<file path="src/pidsr_pkg.sv">
// pidsr_pkg: types and constants shared by the PID speed regulator.
// No dependencies.
package pidsr_pkg;

  // one input item and one result item
  typedef struct packed {
    logic signed [31:0] encoder_count;
    logic [31:0]        time_ms;
  } pidsr_in_t;

  typedef struct packed {
    logic [7:0] drive;
    logic [1:0] status;
  } pidsr_out_t;

  localparam int DEF_COUNT_BITS = 32;
  localparam int DEF_TIME_BITS  = 32;

  localparam int CFG_IDX_W  = 2;
  localparam int CFG_DATA_W = 16;

  localparam logic [CFG_IDX_W-1:0] CFG_PROP_GAIN   = 2'd0;
  localparam logic [CFG_IDX_W-1:0] CFG_INTEG_GAIN  = 2'd1;
  localparam logic [CFG_IDX_W-1:0] CFG_DERIV_GAIN  = 2'd2;
  localparam logic [CFG_IDX_W-1:0] CFG_TARGET_RATE = 2'd3;

  localparam logic [15:0] PROP_GAIN_RST  = 16'd3277;
  localparam logic [15:0] INTEG_GAIN_RST = 16'd410;
  localparam logic [15:0] DERIV_GAIN_RST = 16'd205;

  localparam logic [1:0] STATUS_HELD     = 2'd0;
  localparam logic [1:0] STATUS_CLEARED  = 2'd1;
  localparam logic [1:0] STATUS_COMPUTED = 2'd2;

  localparam int          HOLD_MS     = 10;
  localparam int          DEADBAND_Q4 = 80;
  localparam int          INTEG_LIM   = 204800;
  localparam logic [21:0] SPEED_MAX   = 22'h0FFFFF;
  localparam logic [21:0] STEP_MAX    = 22'd409600;
  localparam logic [21:0] DERIV_MAX   = 22'd2097151;
  localparam logic [21:0] OUT_MAX     = 22'd65280;
  localparam int          SPEED_SCALE = 16000;
  localparam int          MS_PER_S    = 1000;
  localparam int          OUT_DIV     = 10;

endpackage

</file>
<file path="src/pid_speed_regulator.sv">
// pid_speed_regulator: fixed-point PID speed regulator for one wheel.
// Depends on pidsr_pkg.
//
// A held or cleared item needs no arithmetic; a computed item runs seven
// passes of one shift-add multiplier and, for four of them, a restoring
// divider. One item in flight; the next is taken once the result sits in
// the output register. Synchronous reset returns to idle, drops out_valid,
// restores the default gains and clears the target and history registers.
module pid_speed_regulator #(
  parameter int COUNT_BITS = pidsr_pkg::DEF_COUNT_BITS,
  parameter int TIME_BITS  = pidsr_pkg::DEF_TIME_BITS
) (
  input  logic                                   clk,
  input  logic                                   rst,
  input  logic                                   in_valid,
  output logic                                   in_ready,
  input  pidsr_pkg::pidsr_in_t                   in_data,
  output logic                                   out_valid,
  input  logic                                   out_ready,
  output pidsr_pkg::pidsr_out_t                  out_data,
  input  logic                                   cfg_we,
  input  logic [pidsr_pkg::CFG_IDX_W-1:0]        cfg_index,
  input  logic [pidsr_pkg::CFG_DATA_W-1:0]       cfg_data
);
  import pidsr_pkg::*;

  localparam int NW = 56;              // smoothing numerator
  localparam int SW = 52;              // PID sum
  localparam int XW = NW - 16;
  localparam int AW = (COUNT_BITS > XW) ? COUNT_BITS : XW;
  localparam int MW = (TIME_BITS > 16) ? TIME_BITS : 16;
  localparam int PW = AW + MW;
  localparam int CW = $clog2(PW + 1);

  localparam logic [2:0] S_IDLE  = 3'd0;
  localparam logic [2:0] S_CHECK = 3'd1;
  localparam logic [2:0] S_MUL   = 3'd2;
  localparam logic [2:0] S_DIV   = 3'd3;
  localparam logic [2:0] S_FIN   = 3'd4;
  localparam logic [2:0] S_DONE  = 3'd5;

  localparam logic [2:0] OP_SPEED = 3'd0;
  localparam logic [2:0] OP_STEP  = 3'd1;
  localparam logic [2:0] OP_DERIV = 3'd2;
  localparam logic [2:0] OP_PT    = 3'd3;
  localparam logic [2:0] OP_IT    = 3'd4;
  localparam logic [2:0] OP_DT    = 3'd5;
  localparam logic [2:0] OP_OUT   = 3'd6;

  logic [2:0] state;
  logic [2:0] op;

  logic [15:0] prop_gain, integ_gain, deriv_gain;
  logic [13:0] target_rate;

  logic signed [21:0] prev_error;
  logic signed [19:0] integ_acc;
  logic [15:0]        smooth_out;
  logic [COUNT_BITS-1:0] prev_count, cur_count;
  logic [TIME_BITS-1:0]  prev_time, cur_time, elapsed;

  logic signed [21:0] err;
  logic signed [19:0] integ_new;
  logic signed [21:0] deriv;
  logic               diff_neg;
  logic signed [SW-1:0] sum;

  // shared multiply / divide unit
  logic [AW-1:0]        a;
  logic [MW-1:0]        m;
  logic [TIME_BITS-1:0] d;
  logic [TIME_BITS-1:0] rem;
  logic [PW-1:0]        p;
  logic [21:0]          lim;
  logic [CW-1:0]        iter;
  logic                 nodiv;

  pidsr_out_t res;

  // input extension
  logic signed [63:0]    cnt64;
  logic [63:0]           t64;
  logic [COUNT_BITS-1:0] cnt_in;
  logic [TIME_BITS-1:0]  now_in;

  assign cnt64  = 64'(in_data.encoder_count);
  assign t64    = {32'd0, in_data.time_ms};
  assign cnt_in = cnt64[COUNT_BITS-1:0];
  assign now_in = t64[TIME_BITS-1:0];

  assign in_ready = (state == S_IDLE);

  // datapath helpers
  logic [COUNT_BITS-1:0] delta, mag;
  logic [TIME_BITS:0]    rem_sh;
  logic                  rem_ge;
  logic [21:0]           q_sat;
  logic signed [21:0]    err_raw, err_c;
  logic [21:0]           err_mag;
  logic signed [22:0]    integ_w;
  logic signed [19:0]    integ_c;
  logic [19:0]           integ_mag;
  logic signed [22:0]    diff_c;
  logic [22:0]           diff_mag;
  logic signed [21:0]    deriv_c;
  logic [21:0]           deriv_mag;
  logic signed [SW-1:0]  tmag, term, sum_c;
  logic signed [NW-1:0]  sm7, num;
  logic [XW-1:0]         x;

  always_comb begin
    delta  = cur_count - prev_count;
    mag    = delta[COUNT_BITS-1] ? (~delta + 1'b1) : delta;
    rem_sh = {rem, p[PW-1]};
    rem_ge = (rem_sh >= {1'b0, d});
    q_sat  = (p > PW'(lim)) ? lim : p[21:0];

    err_raw = $signed({8'd0, target_rate}) - $signed({2'd0, q_sat[19:0]});
    if (err_raw > -22'sd80 && err_raw < 22'sd80) begin
      err_c = '0;
    end else begin
      err_c = err_raw;
    end
    err_mag = err[21] ? 22'(-err) : 22'(err);

    integ_w = {{3{integ_acc[19]}}, integ_acc}
            + (err[21] ? -$signed({1'b0, q_sat}) : $signed({1'b0, q_sat}));
    if (integ_w > 23'sd204800) begin
      integ_c = 20'sd204800;
    end else if (integ_w < -23'sd204800) begin
      integ_c = -20'sd204800;
    end else begin
      integ_c = integ_w[19:0];
    end
    integ_mag = integ_new[19] ? 20'(-integ_new) : 20'(integ_new);

    diff_c   = {err[21], err} - {prev_error[21], prev_error};
    diff_mag = diff_c[22] ? 23'(-diff_c) : 23'(diff_c);
    deriv_c  = diff_neg ? -$signed(q_sat) : $signed(q_sat);
    deriv_mag = deriv[21] ? 22'(-deriv) : 22'(deriv);

    // signed gain term from the magnitude product
    tmag = $signed(SW'(p[37:0]));
    term = '0;
    case (op)
      OP_PT:   term = (err[21] ? -tmag : tmag) <<< 8;
      OP_IT:   term = integ_new[19] ? -tmag : tmag;
      OP_DT:   term = (deriv[21] ? -tmag : tmag) <<< 8;
      default: term = '0;
    endcase
    sum_c = sum + term;

    sm7 = $signed(NW'({smooth_out, 3'd0})) - $signed(NW'(smooth_out));
    num = (sm7 <<< 16) + NW'(sum_c) + (NW'(sum_c) <<< 1);
    x   = num[NW-1:16];
  end

  always_ff @(posedge clk) begin
    if (rst) begin
      state       <= S_IDLE;
      op          <= OP_SPEED;
      out_valid   <= 1'b0;
      prop_gain   <= PROP_GAIN_RST;
      integ_gain  <= INTEG_GAIN_RST;
      deriv_gain  <= DERIV_GAIN_RST;
      target_rate <= '0;
      prev_error  <= '0;
      integ_acc   <= '0;
      smooth_out  <= '0;
      prev_count  <= '0;
      prev_time   <= '0;
    end else begin
      if (cfg_we) begin
        case (cfg_index)
          CFG_PROP_GAIN:   prop_gain   <= cfg_data;
          CFG_INTEG_GAIN:  integ_gain  <= cfg_data;
          CFG_DERIV_GAIN:  deriv_gain  <= cfg_data;
          CFG_TARGET_RATE: target_rate <= cfg_data[13:0];
          default: ;
        endcase
      end

      // S_DONE reloads the output register itself
      if (out_valid && out_ready && (state != S_DONE)) begin
        out_valid <= 1'b0;
      end

      case (state)
        S_IDLE: begin
          if (in_valid) begin
            cur_count <= cnt_in;
            cur_time  <= now_in;
            elapsed   <= now_in - prev_time;
            state     <= S_CHECK;
          end
        end

        S_CHECK: begin
          if (elapsed < TIME_BITS'(HOLD_MS)) begin
            res   <= '{drive: smooth_out[15:8], status: STATUS_HELD};
            state <= S_DONE;
          end else if (target_rate == '0) begin
            integ_acc  <= '0;
            prev_error <= '0;
            smooth_out <= '0;
            res   <= '{drive: 8'd0, status: STATUS_CLEARED};
            state <= S_DONE;
          end else begin
            op    <= OP_SPEED;
            a     <= AW'(mag);
            m     <= MW'(SPEED_SCALE);
            d     <= elapsed;
            lim   <= SPEED_MAX;
            nodiv <= 1'b0;
            p     <= '0;
            iter  <= CW'(MW - 1);
            state <= S_MUL;
          end
        end

        S_MUL: begin
          p <= (p << 1) + (m[MW-1] ? PW'(a) : '0);
          m <= m << 1;
          if (iter == '0) begin
            rem   <= '0;
            iter  <= CW'(PW - 1);
            state <= nodiv ? S_FIN : S_DIV;
          end else begin
            iter <= iter - 1'b1;
          end
        end

        S_DIV: begin
          // restoring division, one quotient bit per cycle
          if (rem_ge) begin
            rem <= TIME_BITS'(rem_sh - {1'b0, d});
          end else begin
            rem <= rem_sh[TIME_BITS-1:0];
          end
          p <= {p[PW-2:0], rem_ge};
          if (iter == '0) begin
            state <= S_FIN;
          end else begin
            iter <= iter - 1'b1;
          end
        end

        S_FIN: begin
          p     <= '0;
          iter  <= CW'(MW - 1);
          state <= S_MUL;
          case (op)
            OP_SPEED: begin
              err   <= err_c;
              op    <= OP_STEP;
              a     <= AW'({(err_c[21] ? 22'(-err_c) : 22'(err_c)), 8'd0});
              m     <= MW'(elapsed);
              d     <= TIME_BITS'(MS_PER_S);
              lim   <= STEP_MAX;
              nodiv <= 1'b0;
            end
            OP_STEP: begin
              integ_new <= integ_c;
              diff_neg  <= diff_c[22];
              op    <= OP_DERIV;
              a     <= AW'(diff_mag);
              m     <= MW'(MS_PER_S);
              d     <= elapsed;
              lim   <= DERIV_MAX;
              nodiv <= 1'b0;
            end
            OP_DERIV: begin
              deriv <= deriv_c;
              sum   <= '0;
              op    <= OP_PT;
              a     <= AW'(err_mag);
              m     <= MW'(prop_gain);
              nodiv <= 1'b1;
            end
            OP_PT: begin
              sum   <= sum_c;
              op    <= OP_IT;
              a     <= AW'(integ_mag);
              m     <= MW'(integ_gain);
              nodiv <= 1'b1;
            end
            OP_IT: begin
              sum   <= sum_c;
              op    <= OP_DT;
              a     <= AW'(deriv_mag);
              m     <= MW'(deriv_gain);
              nodiv <= 1'b1;
            end
            OP_DT: begin
              sum <= sum_c;
              if (num <= 0) begin
                // non-positive numerator: output drops to zero
                integ_acc  <= integ_new;
                prev_error <= err;
                smooth_out <= '0;
                prev_count <= cur_count;
                prev_time  <= cur_time;
                res   <= '{drive: 8'd0, status: STATUS_COMPUTED};
                state <= S_DONE;
              end else begin
                op    <= OP_OUT;
                a     <= AW'(x);
                m     <= MW'(1);
                d     <= TIME_BITS'(OUT_DIV);
                lim   <= OUT_MAX;
                nodiv <= 1'b0;
              end
            end
            default: begin
              // OP_OUT: commit the update
              integ_acc  <= integ_new;
              prev_error <= err;
              smooth_out <= q_sat[15:0];
              prev_count <= cur_count;
              prev_time  <= cur_time;
              res   <= '{drive: q_sat[15:8], status: STATUS_COMPUTED};
              state <= S_DONE;
            end
          endcase
        end

        S_DONE: begin
          if (!out_valid || out_ready) begin
            out_data  <= res;
            out_valid <= 1'b1;
            state     <= S_IDLE;
          end
        end

        default: state <= S_IDLE;
      endcase
    end
  end

endmodule

</file>
<file path="config.mk">
export PLATFORM = sky130hd
export DESIGN_NAME = pid_speed_regulator
export DESIGN_NICKNAME = d
export VERILOG_FILES = /design/src/pidsr_pkg.sv /design/src/pid_speed_regulator.sv
export SDC_FILE = /design/constraint.sdc
export NUM_CORES = 2
export LEC_CHECK = 0
export BUFFER_PORTS_ARGS = -buffer_cell sky130_fd_sc_hd__buf_2
export CAP_MARGIN = 20
export CORE_UTILIZATION = 59
export CTS_BUF_LIST = sky130_fd_sc_hd__clkbuf_16
export DETAILED_ROUTE_END_ITERATION = 16
export PLACE_DENSITY = 0.9
export SETUP_SLACK_MARGIN = 0.05
export SLEW_MARGIN = 20
export SYNTH_ARGS = -nofsm -noshare
export SYNTH_HDL_FRONTEND = slang
export SYNTH_SLANG_ARGS = --single-unit
</file>
<file path="constraint.sdc">
create_clock -name clk -period 11.3 [get_ports clk]
set_input_delay 1.13 -clock clk [delete_from_list [all_inputs] [get_ports clk]]
set_output_delay 1.13 -clock clk [all_outputs]
set_load 0.05 [all_outputs]
</file>
# Word level (Yosys, flattened, before mapping)
# Index checks and enable logic that the tools add are counted.
[totals] register_bits=662 in_bits=87 out_inout_bits=12 elab_cells=232
[op_classes] addsub=21 magnitude_cmp=8 n_eq_ne=30 mux=95 bitwise=3 n_reduce_logical=42
[ops] cell="$mux W32" n=11
[ops] cell="$pmux W72 S4" n=1
[ops] cell="$mux W22" n=12
[ops] cell="$pmux W32 S2" n=4
[ops] cell="$pmux W40 S6" n=1
[ops] cell="$pmux W32 S3" n=2
[ops] cell="$pmux W32 S6" n=1
[ops] cell="$mux W40" n=4
[ops] cell="$pmux W52 S3" n=1
[ops] cell="$mux W72" n=2
[ops] cell="$pmux W22 S2" n=3
[ops] cell="$pmux W52 S2" n=1
[ops] cell="$mux W20" n=5
[ops] cell="$sub A32 B32 Y32" n=3
[ops] cell="$mux W44" n=2
[ops] cell="$neg A22 Y22" n=4
[ops] cell="$pmux W20 S2" n=2
[ops] cell="$pmux W40 S2" n=1
[ops] cell="$add A72 B40 Y72" n=1
[ops] cell="$gt A72 B22 Y1" n=1
[ops] cell="$pmux W22 S3" n=1
[ops] cell="$pmux W16 S2" n=2
[ops] cell="$add A53 B53 Y54" n=1
[ops] cell="$le A54 B1 Y1 const B" n=1
[ops] cell="other kinds (61)" n=132

# Logic depth before layout (Yosys ltp)
[logic_depth] depth_word=10 depth_mapped=44 mapped_depth_nobuf=40

# Worst setup path after synthesis
# OpenSTA, ideal clock, no wires.
[synth_path] kind="register to register" start="register p[5]" end="register d[0] (enable)" arrival_ps=11457 required_ps=10816 setup_slack_ps=-641 stages_incl_launch_ff=41 path_buffers=3 period_less_slack_ps=11941 cell_sequence="edfxtp_1 buf_6 nor4_4 nand3_1 nor2_1 nand3_1 or3_1 or3_1 or3_1 or3_1 clkbuf_1 nor3_1 nand2b_1 xor2_1 o221ai_1 ha_1 a21oi_1 nor2b_1 [... 5 more ...] o21ai_0 xor2_1 fa_1 ha_1 clkbuf_1 a21o_1 a21o_1 a21oi_1 nand2b_1 a211oi_1 a211oi_1 a31oi_1 a21oi_1 xor2_1 xnor2_1 or2_4 a211o_1 a211oi_1"
[synth_between] elab_chain_cells=9 word_cells_on_any_way=11
[synth_lines] item="start, declared" line_no="pid_speed_regulator.sv:73" source="logic [PW-1:0] p;"
[synth_lines] item="start signal, assigned" line_no="pid_speed_regulator.sv:222" source="p <= (p << 1) + (m[MW-1] ? PW'(a) : '0);"
[synth_lines] item="start signal, assigned" line_no="pid_speed_regulator.sv:240" source="p <= {p[PW-2:0], rem_ge};"
[synth_lines] item="$neg A38 Y52" line_no="pid_speed_regulator.sv:146, pid_speed_regulator.sv:148"
[synth_lines] item="$mux W52 (tied with other cells)" line_no="pid_speed_regulator.sv:147" source="OP_IT: term = integ_new[19] ? -tmag : tmag;"
[synth_lines] item="$pmux W52 S3 *" line_no="pid_speed_regulator.sv:145" source="case (op)"
[synth_lines] item="$add A52 B52 Y52 *" line_no="pid_speed_regulator.sv:151" source="sum_c = sum + term;"
[synth_lines] item="net sum_c[45]" line_no="pid_speed_regulator.sv:107" source="logic signed [SW-1:0] tmag, term, sum_c;"
[synth_lines] item="$add A36 B52 Y53" line_no="pid_speed_regulator.sv:154" source="num = (sm7 <<< 16) + NW'(sum_c) + (NW'(sum_c) <<< 1);"
[synth_lines] item="$add A53 B53 Y54 *" line_no="pid_speed_regulator.sv:154"
[synth_lines] item="$le A54 B1 Y1 *" line_no="pid_speed_regulator.sv:296" source="if (num <= 0) begin"
[synth_lines] item="$ne A3 B3 Y1 (no line) *"
[synth_lines] item="$reduce_and A6 Y1 (no line) *"
[synth_lines] item="end signal, assigned" line_no="pid_speed_regulator.sv:212" source="d <= elapsed;"
[synth_lines] item="end signal, assigned" line_no="pid_speed_regulator.sv:268" source="d <= elapsed;"
[synth_lines] item="end signal, assigned" line_no="pid_speed_regulator.sv:309" source="d <= TIME_BITS'(OUT_DIV);"
[synth_lines] item="end, declared" line_no="pid_speed_regulator.sv:71" source="logic [TIME_BITS-1:0] d;"
# The timed path passes the listed nets; every way through them passes the cells marked *.
# A chain may end at the register's enable or synchronous reset.

# Worst setup path after layout
[layout_path] start="register p[2]" end="register lim[18] (enable)"
[layout_between] elab_chain_cells=9 word_cells_on_any_way=11
[layout_lines] item="$neg A38 Y52" line_no="pid_speed_regulator.sv:146, pid_speed_regulator.sv:148"
[layout_lines] item="$mux W52 (tied with other cells)" line_no="pid_speed_regulator.sv:147"
[layout_lines] item="$pmux W52 S3 *" line_no="pid_speed_regulator.sv:145"
[layout_lines] item="$add A52 B52 Y52 *" line_no="pid_speed_regulator.sv:151"
[layout_lines] item="net sum_c[45]" line_no="pid_speed_regulator.sv:107"
[layout_lines] item="$add A36 B52 Y53" line_no="pid_speed_regulator.sv:154"
[layout_lines] item="$add A53 B53 Y54 *" line_no="pid_speed_regulator.sv:154"
[layout_lines] item="$le A54 B1 Y1 *" line_no="pid_speed_regulator.sv:296"
[layout_lines] item="$ne A3 B3 Y1 (no line) *"
[layout_lines] item="$reduce_and A6 Y1 (no line) *"
[layout_lines] item="end signal, assigned" line_no="pid_speed_regulator.sv:213" source="lim <= SPEED_MAX;"
[layout_lines] item="end signal, assigned" line_no="pid_speed_regulator.sv:269" source="lim <= DERIV_MAX;"
[layout_lines] item="end signal, assigned" line_no="pid_speed_regulator.sv:310" source="lim <= OUT_MAX;"
[layout_lines] item="end, declared" line_no="pid_speed_regulator.sv:74" source="logic [21:0] lim;"
# Marked as above.

==> qor.yml <==
synthesis:
  synth_edf_count: 450
  yosys_most_used_dff: "edfxtp_1"
  yosys.area.top_type_share_pct: 26.9
  synth-seq-cells: 640
  synth_commonest_cells: "511 x nand2_1, 478 x nor2_1, 475 x a21oi_1, 450 x edfxtp_1, 366 x ha_1"
  async_reset_ff_share_pct: 0
  yosys_warnings: 0
  synth_most_common_cell: "nand2_1"
  syn_nets: 6294
  yosysUniqueCellTypes: 101
  synth_area_mm2: 0.0503
  syn_avg_cell_area_um2: 8.65
  yosysTopAreaCell: "edfxtp_1"
  synth.yosys.seq_area_share_pct: 34.5
  yosys-top-cells-area: "edfxtp_1 27%, ha_1 9.1%, dfxtp_1 7.6%"
  synthCells: 5813
die:
  io-pin-count: 99
  die_x_um: 294
  initial_utilization_pct: 59.9
  dieHeight_um: 294
  rows: 106
  dieArea_mm2: 0.0864
  core_mm2: 0.0840
sta:
  period_minus_slack_ns: 10.73
  final-hold-violation-count: 0
  worst_slack_ns: 0.574
  max_freq_ghz: 0.0932
  finalCritPeriodShare_pct: 94.9
  worst_pin_slew_ns: 1.41
  max_slew_margin_pct: 5.62
  report.final.slew_viol_count: 0
  rsz0062_at_grt: "false"
  finalSetupTns_ns: 0
  report.final.setup_viol: 0
  fin_worst_skew_ns: 0.0580
cells_and_area:
  fin_nets: 6288
  area_growth_pct: 8.72
  postLayoutCoreUtil_pct: 65.1
  drive_gt1_share_pct: 6.78
  final_cells: 7016
  finish.instance_area_mm2: 0.0546
global_route:
  gr-usage-all-layers_pct: 36.3
  busiest_layer: "met2"
  antenna_found_initial: 25
  gr-usage-met1_pct: 46.1
  grt_max_degree: 110
  use_met3_pct: 10.8
  grtUsageMet2_pct: 54.8
  overflow: 0
  grt_pass1_vias: 43574
  grt_pass1_wl_mm: 245
clock_network:
  path_clk_slew_ns: 0.06
  cts_root_buffer: "clkbuf_16"
  clock_sinks: 640
  ctsLongestPathBuffers: 3
  htreeDepth: 3
  clock_latency_ns: 0.69
  cts-hold-fix-buffers: 0
  cts_buffers: 71
  cts_tree: "yes"
pwr:
  p_per_area_mw_per_mm2: 168
  combPwrFrac_pct: 39.1
  p_leak_nw: 21.3
  irDropWorstVdd_uv: 186
  p_int_w: 0.00550
  power_switching_w: 0.00368
  p_sw_share_pct: 40.1
  clockPowerShare_pct: 27.0
  seqPwrFrac_pct: 33.9
setup_path:
  slowest_stage: "edfxtp_1"
  path_class: "flop to flop"
  crit_required_ns: 11.65
  cpPeakStageDelay_ns: 0.59
  r2r_cells: 38
  critPathMaxFanout: 36
  start_kind: "flop"
  cp.arrival_ns: 11.07
  worstSetupEndpointType: "flop"
detailed_routing:
  num_vias: 46577
  post_drt_wl_per_cell_um: 23.0
  drt-total-wl_mm: 161
  vias_per_cell: 6.64
  ant_nets: 0
  drtIter0Drc: 5866
  drc: 0
  first_pass_iters: 6
place:
  hpwlAfterDp_mm: 118
  gp_congestion: 1.10
  placed_cells: 6855
  dp_slack_ns: 0.280
  place_area_mm2: 0.0519
  io_buffers: 98
flow_run:
  max_cap_viol_count: 0
run_status:
  status: "completed"
worst_hold_path:
  hold_path_depth: 0
  worstHoldPathType: "flop to flop"
-- registers in the layout, indices dropped and copies added, names as in the netlist, 20 cells and up --
register and count:
elapsed 32, prev_error 21, cur_time 32, cur_count 32, d 32, m 32
p 72, sum 52, err 21, integ_new 20, a 38, integ_acc 20
rem 32, prev_time 32, deriv 22, prev_count 32
-- power groups by stage --
stage | clock (W) | sequential, W | combinational, W
2_1_floorplan | 0 | 0.00304 | 0.00242
3_3_place_gp | 0 | 0.00313 | 0.00328
3_5_place_dp | 0 | 0.00314 | 0.00335
4_1_cts | 0.00248 | 0.00309 | 0.00339
5_1_grt | 0.00258 | 0.00312 | 0.00383
6_report | 0.00248 | 0.00311 | 0.00359
-- path summary, 6_finish.rpt --
check | start | to | slack (ns)
worst max register to register | p[2] | lim[18] | 0.57
worst min register to register | res[2] | out_data[2] | 0.42
worst min-delay path | res[2] | out_data[2] | 0.42
worst max-delay path | p[2] | lim[18] | 0.57
-- per-stage QoR --
step,total power [W],hold WS [ns]
2_1_floorplan,0.00546,0.400
3_3_place_gp,0.00641,0.403
3_5_place_dp,0.00649,0.411
4_1_cts,0.00897,0.426
5_1_grt,0.00953,0.431
6_report,0.00918,0.422
-- logic make-up after synthesis --
family,synth area share (%)
XOR/XNOR,8.53
AND/OR/NAND/NOR,20.5
multiplexers,1.90
flip-flops,34.5
AO/OA/AOI/OAI,20.0
adder cells (fa/ha/maj),10.2
buffers and inverters,4.41
-- cell type report --
class	count	area, um^2
tap	1134	1420
clock inverter	57	617
multi-input combinational	4608	30900
antenna	16	40.0
fill	6403	29300
clock buffer	75	1880
sequential	640	17300
timing repair buffer	198	1370
inverter	288	1080
-- what timing repair did --
item	4_1_cts	5_1_grt
setup endpoints to repair	0	230
setup buffers	0	8
gates resized for setup	0	11
-- critical path: cells and delay by family (launching register included) --
| family | cells | cell delay [ns] |
|---|---|---|
| AO/OA/AOI/OAI | 16 | 3.54 |
| XOR/XNOR | 4 | 0.88 |
| adder cells (fa/ha/maj) | 3 | 1.32 |
| buffers and inverters | 1 | 0.25 |
| flip-flops | 1 | 0.59 |
| AND/OR/NAND/NOR | 14 | 3.77 |
-- per-layer routing --
metal / vias to the layer above / wire length (um)
met1: 21886 / 60700
met2: 3010 / 69200
li1: 20997 / -
met3: 658 / 20800
met4: 26 / 10100
met5: - / 203
-- layout by cell type (no fill, tap or decap), types with 55 or more instances in the layout --
cell / instances
buf_4: 89
nand3_1: 133
a21oi_1: 474
dfxtp_1: 189
nor2b_1: 103
ha_1: 366
nand4_1: 62
nor3_1: 119
and2_1: 97
clkbuf_16: 75
buf_2: 98
a21o_1: 170
nor2_1: 472
a31oi_1: 55
nand2b_1: 207
nand2_1: 510
edfxtp_1: 450
o31ai_1: 56
xnor2_1: 239
or3_1: 66
o21ai_0: 350
mux2i_1: 90
inv_1: 297
xor2_1: 245
Power figures use the tool's default switching activity.
